**src/hdl/peq_ram.sv**
```systemverilog
`default_nettype none

module peq_ram #(
  parameter int WIDTH = 64,
  parameter int DEPTH = 4
) (
  input  wire logic                     clk,
  input  wire logic                     we,
  input  wire logic [$clog2(DEPTH)-1:0] waddr,
  input  wire logic [WIDTH-1:0]         wdata,
  input  wire logic                     re,
  input  wire logic [$clog2(DEPTH)-1:0] raddr,
  output logic      [WIDTH-1:0]         rdata
);

  logic [WIDTH-1:0] mem [DEPTH];

  // Write port
  always_ff @(posedge clk) begin
    if (we) begin
      mem[waddr] <= wdata;
    end
  end

  // Registered read port
  always_ff @(posedge clk) begin
    if (re) begin
      rdata <= mem[raddr];
    end
  end

endmodule

`default_nettype wire

```
**config.mk**
```make
export PLATFORM = sky130hd
export DESIGN_NAME = peq_ram
export DESIGN_NICKNAME = d
export VERILOG_FILES = /design/src/hdl/peq_ram.sv
export SDC_FILE = /design/constraint.sdc
export NUM_CORES = 1
export LEC_CHECK = 0
export BUFFER_PORTS_ARGS = -buffer_cell sky130_fd_sc_hd__buf_4
export CORE_ASPECT_RATIO = 0.6
export CORE_UTILIZATION = 60
export DETAILED_ROUTE_END_ITERATION = 8
export PLACE_DENSITY = 0.82
export SYNTH_ARGS = -nofsm -noshare
export SYNTH_HDL_FRONTEND = slang
export SYNTH_SLANG_ARGS = --single-unit
```
**constraint.sdc**
```tcl
create_clock -name clk -period 8.6 [get_ports clk]
set_input_delay 0.43 -clock clk [delete_from_list [all_inputs] [get_ports clk]]
set_output_delay 0.43 -clock clk [all_outputs]
set_load 0.02 [all_outputs]
```
Word-level counts from Yosys, hierarchy flattened. Memories as Yosys holds them, arrays and structs flattened. A register that Yosys moved wholly into a read port is not among the register bits. Cells that the tools add are included.

Flip-flop bits (word level): 0. RAM bits: 256. Bits of input ports: 71. Output and inout port bits: 64. Word-level logic and storage cells: 3. Memories kept: 1.

Mux-type cells: 2.

Memory list: mem (depth 4, bits a word 64, read ports 1, clocked after memory_dff 1, wr ports 1, line 16) `logic [WIDTH-1:0] mem [DEPTH];`.

Operators by type and width (count): 1-bit 2-to-1 mux (2).

Depth between registers and ports, before layout.
Depth in word-level cells: 2. Gate-level depth with buffers: 3. Mapped depth without buffers: 1.

Worst setup path after synthesis. OpenSTA, ideal clock, no wires.

Path kind: input-to-reg. Start: input waddr[1]. End: memory mem[0][0], enable pin. Library setup time: 579 ps. Arrival: 5132 ps. Required time: 8021 ps. Path slack: 2889 ps. Stages on the path: 1. Buffers on the path: 0. Cells stage by stage: nor3b_1.

RTL lines: start: declaration (line 9) `input wire logic [$clog2(DEPTH)-1:0] waddr,`; end: declaration (line 16).

No word-level cell before the write port.

Worst setup path in the final report.
Start: input raddr[0]. End: register rdata[1] (read register of mem), data pin.

RTL lines: start: declaration (line 12) `input wire logic [$clog2(DEPTH)-1:0] raddr,`; end: declaration (line 13) `output logic [WIDTH-1:0] rdata`.

No word-level cell between the ends.

==> flow_summary.json <==
{
  "final_common_cell": "edfxtp_1",
  "synthToLayoutAreaGrowth_pct": 18.4,
  "hold_viol": 0,
  "synth_cell_type_count": 10,
  "rsz0062_at_grt": "no",
  "dpl.hpwl_um": 10300,
  "num_rows": 38,
  "grt_max_degree": 65,
  "hold_buffers": 0,
  "min_period_ps": 1980,
  "synth_cells": 402,
  "final_cell_mix": "edfxtp_1 (320), buf_4 (138), mux4_2 (60)",
  "slowest_stage": "buf_4",
  "seq_area_um2": 9610,
  "post-place-ws_ps": 5960,
  "cts_sinks": 320,
  "die_area_um2": 19300,
  "first_pass_iters": 5,
  "cts_resized": 0,
  "crit_fanout": 34,
  "seq_area_frac_synth": 0.853,
  "tightest_slew_ps": 1010,
  "arrival_ps": 2240,
  "netlist_area_um2": 11300,
  "synth-seq-cells": 320,
  "grt_overflow": 0,
  "worstHoldPathType": "input pin to flip-flop",
  "ant_nets": 0,
  "r2r_cells": 1,
  "max_cap_violations": 0,
  "power_per_cell_area_nw_per_um2": 244,
  "r2r_setup_slack_ps": 7420,
  "critical_path.top_delay_family": "buffers and inverters",
  "post-route-period-util": 0.231,
  "crit_type": "input pin to flip-flop",
  "syn-num-nets": 473,
  "required_ps": 8860,
  "r2r-end": "rdata[30]",
  "syn_avg_cell_area_um2": 28.0,
  "n_fill_cell": 988,
  "tritoncts": "done",
  "setup_tns_ps": 0,
  "post_drt_via_cell_ratio": 5.84,
  "cts.clk_slew.worst_paths_ps": 70,
  "coreArea_um2": 18200,
  "p_leak_nw": 4.52,
  "cts_buffer_depth": 3,
  "max_freq_mhz": 504,
  "setup_viol": 0,
  "drtIter0Drc": 481,
  "hold_depth": 1,
  "clock_latency_ps": 530,
  "io_buffers": 134,
  "ir_drop_mv": 0.161,
  "diodes": 0,
  "path_depth": 3,
  "ios": 135,
  "place_inst": 766,
  "max-slew-margin-rel": 0.329,
  "path_cells": "buf_4 > buf_4 > mux4_1",
  "cts_buffers": 27,
  "status": "finished clean",
  "finClkSkew_ps": 12.2,
  "fin_nets": 626,
  "ys.warnings.count": 0,
  "post_cts_buffers": 0,
  "rr_startpoint": "mem[0][30]",
  "num_vias": 4763,
  "fp.dieW_um": 179,
  "wl_per_cell_um": 23.8,
  "hold_start": "wdata[26]",
  "critical_path_buf_inv_count": 2,
  "clock-root-buffer": "clkbuf_16",
  "start_kind": "input pin",
  "setup_ws_ps": 6620,
  "h-tree-depth": 1,
  "end_kind": "flip-flop",
  "whs_ps": 95.6,
  "hold_end": "mem[0][26]",
  "slew_violations": 0,
  "grt_pass1_vias": 4987,
  "drive_above_1_share": 0.422,
  "initial_utilization": 0.619,
  "routed_wl_um": 19500,
  "cp_common_cell": "buf_4",
  "grt_pass1_wl_um": 28900,
  "drc": 0,
  "grtUsageTotal": 0.209,
  "antenna_found_initial": 0,
  "die_height_um": 108,
  "cpPeakStageDelay_ps": 670,
  "gp_congestion": 0.715,
  "multi_input_area_um2": 1510,
  "final_cells": 816
}
-- cells in the mapped netlist --
master	count	share of area
and3b_1	2	0.0016
mux4_1	4	0.0093
and3_1	1	0.00056
nor3b_1	1	0.00067
mux4_2	60	0.12
buf_6	1	0.0010
buf_2	6	0.0027
buf_12	6	0.011
clkbuf_2	1	0.00044
edfxtp_1	320	0.85
-- registers in the layout, summed over array words and instances, names as in the netlist --
name and count:
mem 256, rdata 64
-- power by group --
| part | internal, W | leakage, nW | total, W | switching [W] |
|---|---|---|---|---|
| combinational | 0.0000936 | 1.10 | 0.000200 | 0.000106 |
| sequential | 0.00181 | 2.98 | 0.00184 | 0.0000264 |
| clock | 0.000694 | 0.435 | 0.00121 | 0.000521 |
| total | 0.00260 | 4.52 | 0.00326 | 0.000653 |
-- how the worst max path moves through the flow --
stage	startpoint	end	slack, ps
CTS	raddr[0]	rdata[1]	6540
floorplan	waddr[1]	mem[0][0]	2890
finish	raddr[0]	rdata[1]	6620
global placement	raddr[0]	rdata[63]	6000
global route	raddr[0]	rdata[63]	6430
detailed placement	raddr[0]	rdata[1]	5960
-- final cells by class --
type,count,share of cell area
clock buffer,28,0.0509
clock inverter,22,0.0157
multi-input combinational,68,0.113
sequential,320,0.720
tap,240,0.0225
timing repair buffer,138,0.0777
-- stage by stage --
step	total power (W)	util	instance area [um2]
3_5_place_dp	0.00208	0.684	12500
5_1_grt	0.00336	0.733	13300
4_1_cts	0.00328	0.733	13300
6_report	0.00326	0.733	13300
2_1_floorplan	0.00197	-	11300
3_3_place_gp	0.00206	0.684	12500
-- logic make-up (layout without fill, tap and decap cells) --
| logic type | after synthesis | in the layout | synth area share |
|---|---|---|---|
| simple gates | 4 | 4 | 0.00278 |
| mux | 64 | 64 | 0.129 |
| flops | 320 | 320 | 0.853 |
| buf+inv | 14 | 188 | 0.0148 |
-- metal layers --
metal	GRT usage	wire [um]
met5	0	0
met4	0.0521	321
met3	0.0552	1750
met2	0.321	9220
met1	0.307	8160
No activity file was read; power rests on OpenSTA's default activity.
