<file path="src/hdl/peq_pkg.sv">
`default_nettype none

package peq_pkg;

  // Sample and coefficient widths
  localparam int SAMPLE_W = 16;
  localparam int COEF_W   = 32;

  // Output history is Q32.16, split into a signed high word and an unsigned low half
  localparam int YH_W     = 48;
  localparam int LO_W     = 16;

  // One history entry holds {x, y} of one tap of one channel
  localparam int ENTRY_W    = SAMPLE_W + YH_W;
  localparam int HIST_DEPTH = 4;
  localparam int HIST_AW    = 2;

  // Shared multiplier: coefficient times a 33-bit signed operand
  localparam int MUL_B_W = 33;
  localparam int PROD_W  = COEF_W + MUL_B_W;

  // Product accumulator and bandpass sum widths
  localparam int ACC_W = 81;
  localparam int Y_W   = 54;

  // Configuration port
  localparam int CFG_AW = 5;
  localparam int CFG_DW = 32;

  // Register indexes
  localparam logic [2:0] REG_ENABLE = 3'd0;
  localparam logic [2:0] REG_COEF_A = 3'd1;
  localparam logic [2:0] REG_COEF_B = 3'd2;
  localparam logic [2:0] REG_COEF_G = 3'd3;
  localparam logic [2:0] REG_LEVEL  = 3'd4;

  // Saturation bounds
  localparam logic signed [SAMPLE_W-1:0] SAMPLE_MAX = 16'sh7FFF;
  localparam logic signed [SAMPLE_W-1:0] SAMPLE_MIN = 16'sh8000;
  localparam logic signed [YH_W-1:0]     YH_MAX     = {1'b0, {(YH_W-1){1'b1}}};
  localparam logic signed [YH_W-1:0]     YH_MIN     = {1'b1, {(YH_W-1){1'b0}}};

  typedef struct packed {
    logic signed [SAMPLE_W-1:0] sample_in;
    logic                       channel_sel;
  } in_item_t;

  typedef struct packed {
    logic signed [SAMPLE_W-1:0] sample_out;
  } out_item_t;

endpackage

`default_nettype wire

</file>
<file path="src/hdl/peq_mul.sv">
`default_nettype none

module peq_mul (
  input  wire logic                               clk,
  input  wire logic signed [peq_pkg::COEF_W-1:0]  a,
  input  wire logic signed [peq_pkg::MUL_B_W-1:0] b,
  output logic signed      [peq_pkg::PROD_W-1:0]  p
);

  import peq_pkg::*;

  // Register the product before it is used
  always_ff @(posedge clk) begin
    p <= PROD_W'(a) * PROD_W'(b);
  end

endmodule

`default_nettype wire

</file>
<file path="config.mk">
export PLATFORM = sky130hd
export DESIGN_NAME = peq_mul
export DESIGN_NICKNAME = d
export VERILOG_FILES = /design/src/hdl/peq_pkg.sv /design/src/hdl/peq_mul.sv
export SDC_FILE = /design/constraint.sdc
export NUM_CORES = 2
export LEC_CHECK = 0
export BUFFER_PORTS_ARGS = -buffer_cell sky130_fd_sc_hd__buf_2
export CAP_MARGIN = 20
export CORE_ASPECT_RATIO = 2
export CORE_MARGIN = 4
export CORE_UTILIZATION = 25
export CTS_CLUSTER_SIZE = 20
export DETAILED_ROUTE_END_ITERATION = 7
export SLEW_MARGIN = 20
export SYNTH_ARGS = -nofsm -noshare
export SYNTH_HDL_FRONTEND = slang
export SYNTH_SLANG_ARGS = --single-unit
</file>
<file path="constraint.sdc">
create_clock -name clk -period 10.1 [get_ports clk]
set_input_delay 1.01 -clock clk [delete_from_list [all_inputs] [get_ports clk]]
set_output_delay 1.01 -clock clk [all_outputs]
set_load 0.05 [all_outputs]
</file>
[Word-level counts from Yosys, hierarchy flattened]
Index checks and enable logic that the tools add are counted.
Cells by class
  $mul: 1
Operators by type and width (number)
  32-bit by 33-bit multiplier with 65-bit output: 1
Word-level totals
  register bits: 65
  bits of input ports: 66
  logic and storage cells: 2

[Logic depth before layout (Yosys ltp)]
  depth after elaboration: 1
  depth in mapped cells: 29
  depth with buffers taken out: 27

[Worst setup path before layout]
Ideal clock, no wire load.
  kind: input to register
  start: input b[32] (netlist bit)
  end: register p[64] (netlist bit)
  arrival time: 8282 ps
  setup slack: 1746 ps
  stages: 26
  path buffers: 1
  path through: clkbuf_1 nand2_1 inv_1 fa_1 inv_1 fa_1 inv_1 fa_1 fa_1 inv_1 fa_1 inv_1 fa_1 inv_1 fa_1 inv_1 fa_1 ha_1 and3_1 and2_1 a221o_1 a22o_1 a31oi_1 o311ai_1 o211ai_1 xnor2_1
On the way
  cells in the longest elaborated chain, start to end: 1
RTL lines
  from (decl): RTL line peq_mul.sv:6  | input wire logic signed [peq_pkg::MUL_B_W-1:0] b,
  32-bit by 33-bit multiplier with 65-bit output: RTL line peq_mul.sv:14  | p <= PROD_W'(a) * PROD_W'(b);
  to (signal assigned): RTL line peq_mul.sv:14
  to (decl): RTL line peq_mul.sv:7  | output logic signed [peq_pkg::PROD_W-1:0] p
Every way passes these cells.

[Worst setup path after layout]
  start: input a[9] (netlist bit)
  end: register p[59] (netlist bit)
On the way
  cells in the longest elaborated chain, start to end: 1
RTL lines
  from (decl): RTL line peq_mul.sv:5  | input wire logic signed [peq_pkg::COEF_W-1:0] a,
  32-bit by 33-bit multiplier with 65-bit output: RTL line peq_mul.sv:14
Every way passes these cells.

==> reports/metrics.cfg <==
[yosys]
synthFlopType = dfxtp_1
synth_largest_area_cell = fa_1
syn_nets = 5378
yosys_warnings = 0
synth_area_leaders = fa_1, inv_1, and2_1
synthTopCellsByCount = fa_1, inv_1, nand2_1, and2_1, clkbuf_1
postSynth.asyncResetShare_pct = 0
ys_seq_area_share_pct = 3.40
syn_area_um2 = 38200
synth_most_common_cell = fa_1
synth_cell_types = 55
synth_edf_count = 0
synthCells = 4014
yosysTopAreaCellShare_pct = 58.2
postSynthAreaPerCell_um2 = 9.53
ys_ff_latch = 65

[clocking]
cts_tree = done
path_clk_slew_ns = 0.07
cts.path.max_buffers = 2
clock-sinks = 65
cts_setup_buffers = 0
htreeDepth = 3
holdBufCountCts = 0
postCtsResizedCells = 0
cts-root-buf = clkbuf_16
numCtsBuffers = 9

[die]
die_h_um = 561
die_x_um = 285
initial_core_util_pct = 25.2
fp.coreArea_um2 = 152000
num_rows = 202
io-pin-count = 131
die_area_um2 = 160000

[critical_path]
critPathSlowestCell = fa_1
slowest_delay_ns = 0.71
worst-path-buf-inv = 5
cpLargestDelayFamily = adder cells
cp.required_ns = 10.35
worstPathCellList = buf_2 > buf_4 > nand2_1 > fa_1 > fa_1 > fa_1 > fa_1 > inv_1 > fa_1 > fa_1 > fa_1 > fa_1 > ha_1 > nand3_1 > nor3_1 > nand4_1 > a21oi_1 > buf_4 > o2111ai_1 > a21oi_1 > buf_4 > o21ai_0 > o311ai_0
crit_fanout = 19
critPathLaunchType = input port
crit_top_cell = fa_1
path_class = input port to register
cp-end-kind = register
critPathArrivalTime_ns = 9.54

[drt]
wl_mm = 121
avgRoutedWirePerCell_um = 20.3
drc = 0
vias_per_cell = 4.50
firstDrtPassIters = 7
drtIter0Drc = 1159
detail-route-antenna-nets = 0
vias = 26922

[sta]
slew_headroom_pct = 40.3
slew_violations = 0
setup_viol = 0
clock.fmax_mhz = 108
post-route-min-period_ns = 9.30
hold_viol_final = 0
tns_ns = 0
worstMarginPinSlew_ns = 0.872
period_share_pct = 92.0
rsz0062_at_grt = no

[worst_hold_path]
hold_class = input port to register

[global_routing]
grt_max_degree = 34
antenna_found_initial = 27
globalRouteOverflowTotal = 0
grt_pass1_vias = 31764
grt_pass1_wl_mm = 188
track_usage_pct = 15.7

[placed_design]
io_buffers = 130
dpl.hpwl_mm = 105
gp_congestion = 0.894

[layout]
drive_above_1_share_pct = 5.71
final_util_pct = 27.3
largest_reg_flops = 65
reg_top3 = p: 65 flops
area_growth_pct = 8.38
top_register = p
nets = 5387

[job]
drv_cap = 0

[run_status]
outcome = finished, final reports clean

==> metrics by stage <==
stage	setup WS, ns	std cells	area [µm²]	hold slack [ns]
after global placement	0.196	5950	41100	1.48
final	0.805	5978	41500	1.23
after CTS	0.665	5965	41400	1.20
after floorplan	1.75	4014	38200	1.14
after global routing	0.480	5966	41400	1.24
after detailed placement	0.198	5950	41100	1.48
==> worst paths after layout <==
path,depth (start not counted),startpoint,to,slack [ns]
worst min-delay path,2,a[0],p[0],1.23
worst max-delay path,23,a[9],p[59],0.80
==> layout make-up <==
class,instances,area [µm²]
diodes,13,32.5
clock buffers,13,270
repair buffers,209,1260
fillers,16081,110000
clock inverters,2,12.5
flip-flops and latches,65,1300
multi-input cells,2749,32400
well taps,1938,2420
inverters,989,3710
==> placed cells by master, fill, tap and decap left out, drive strengths merged, types with 5 or more instances in the layout <==
cell type | Yosys | layout
nor2 | 47 | 47
nor2b | 6 | 6
a21oi | 70 | 70
a2111oi | 5 | 5
and2 | 531 | 531
nand3 | 12 | 12
nand2b | 11 | 11
diode | 0 | 13
inv | 989 | 989
a31oi | 8 | 8
and3 | 8 | 8
dfxtp | 65 | 65
o21bai | 13 | 13
a211oi | 6 | 6
xnor2 | 47 | 47
o21ai | 31 | 31
nand4 | 12 | 12
a21o | 30 | 30
nor3 | 5 | 5
xor2 | 27 | 27
ha | 186 | 186
o21a | 6 | 6
clkbuf | 210 | 13
buf | 1 | 209
o31ai | 7 | 7
fa | 1112 | 1112
nand2 | 536 | 536
==> kinds of logic (layout without fill, tap and decap cells) <==
group / count (synthesis) / in the layout / share of synthesized area, %
AO/OA/AOI/OAI: 202 / 202 / 3.47
XOR/XNOR: 74 / 74 / 1.69
adder cells (fa/ha/maj): 1298 / 1298 / 64.3
buffers and inverters: 1200 / 1213 / 11.8
flip-flops: 65 / 65 / 3.40
other: 0 / 13 / 0
AND/OR/NAND/NOR: 1175 / 1175 / 15.4
==> layer usage <==
layer  vias up  GRT usage [%]  routed length (µm)  share of wire [%]
met4        28           11.3               10800                8.9
met1     14356           13.9               35300                 29
li1      11431              -                   -                  -
met5         -              0                 186               0.15
met2       744           31.6               70500                 58
met3       363           2.05                4400                3.6
Power is left out: the tool's default activity adds up to more than one toggle a clock period on the data nets, which glitch-free logic cannot reach.
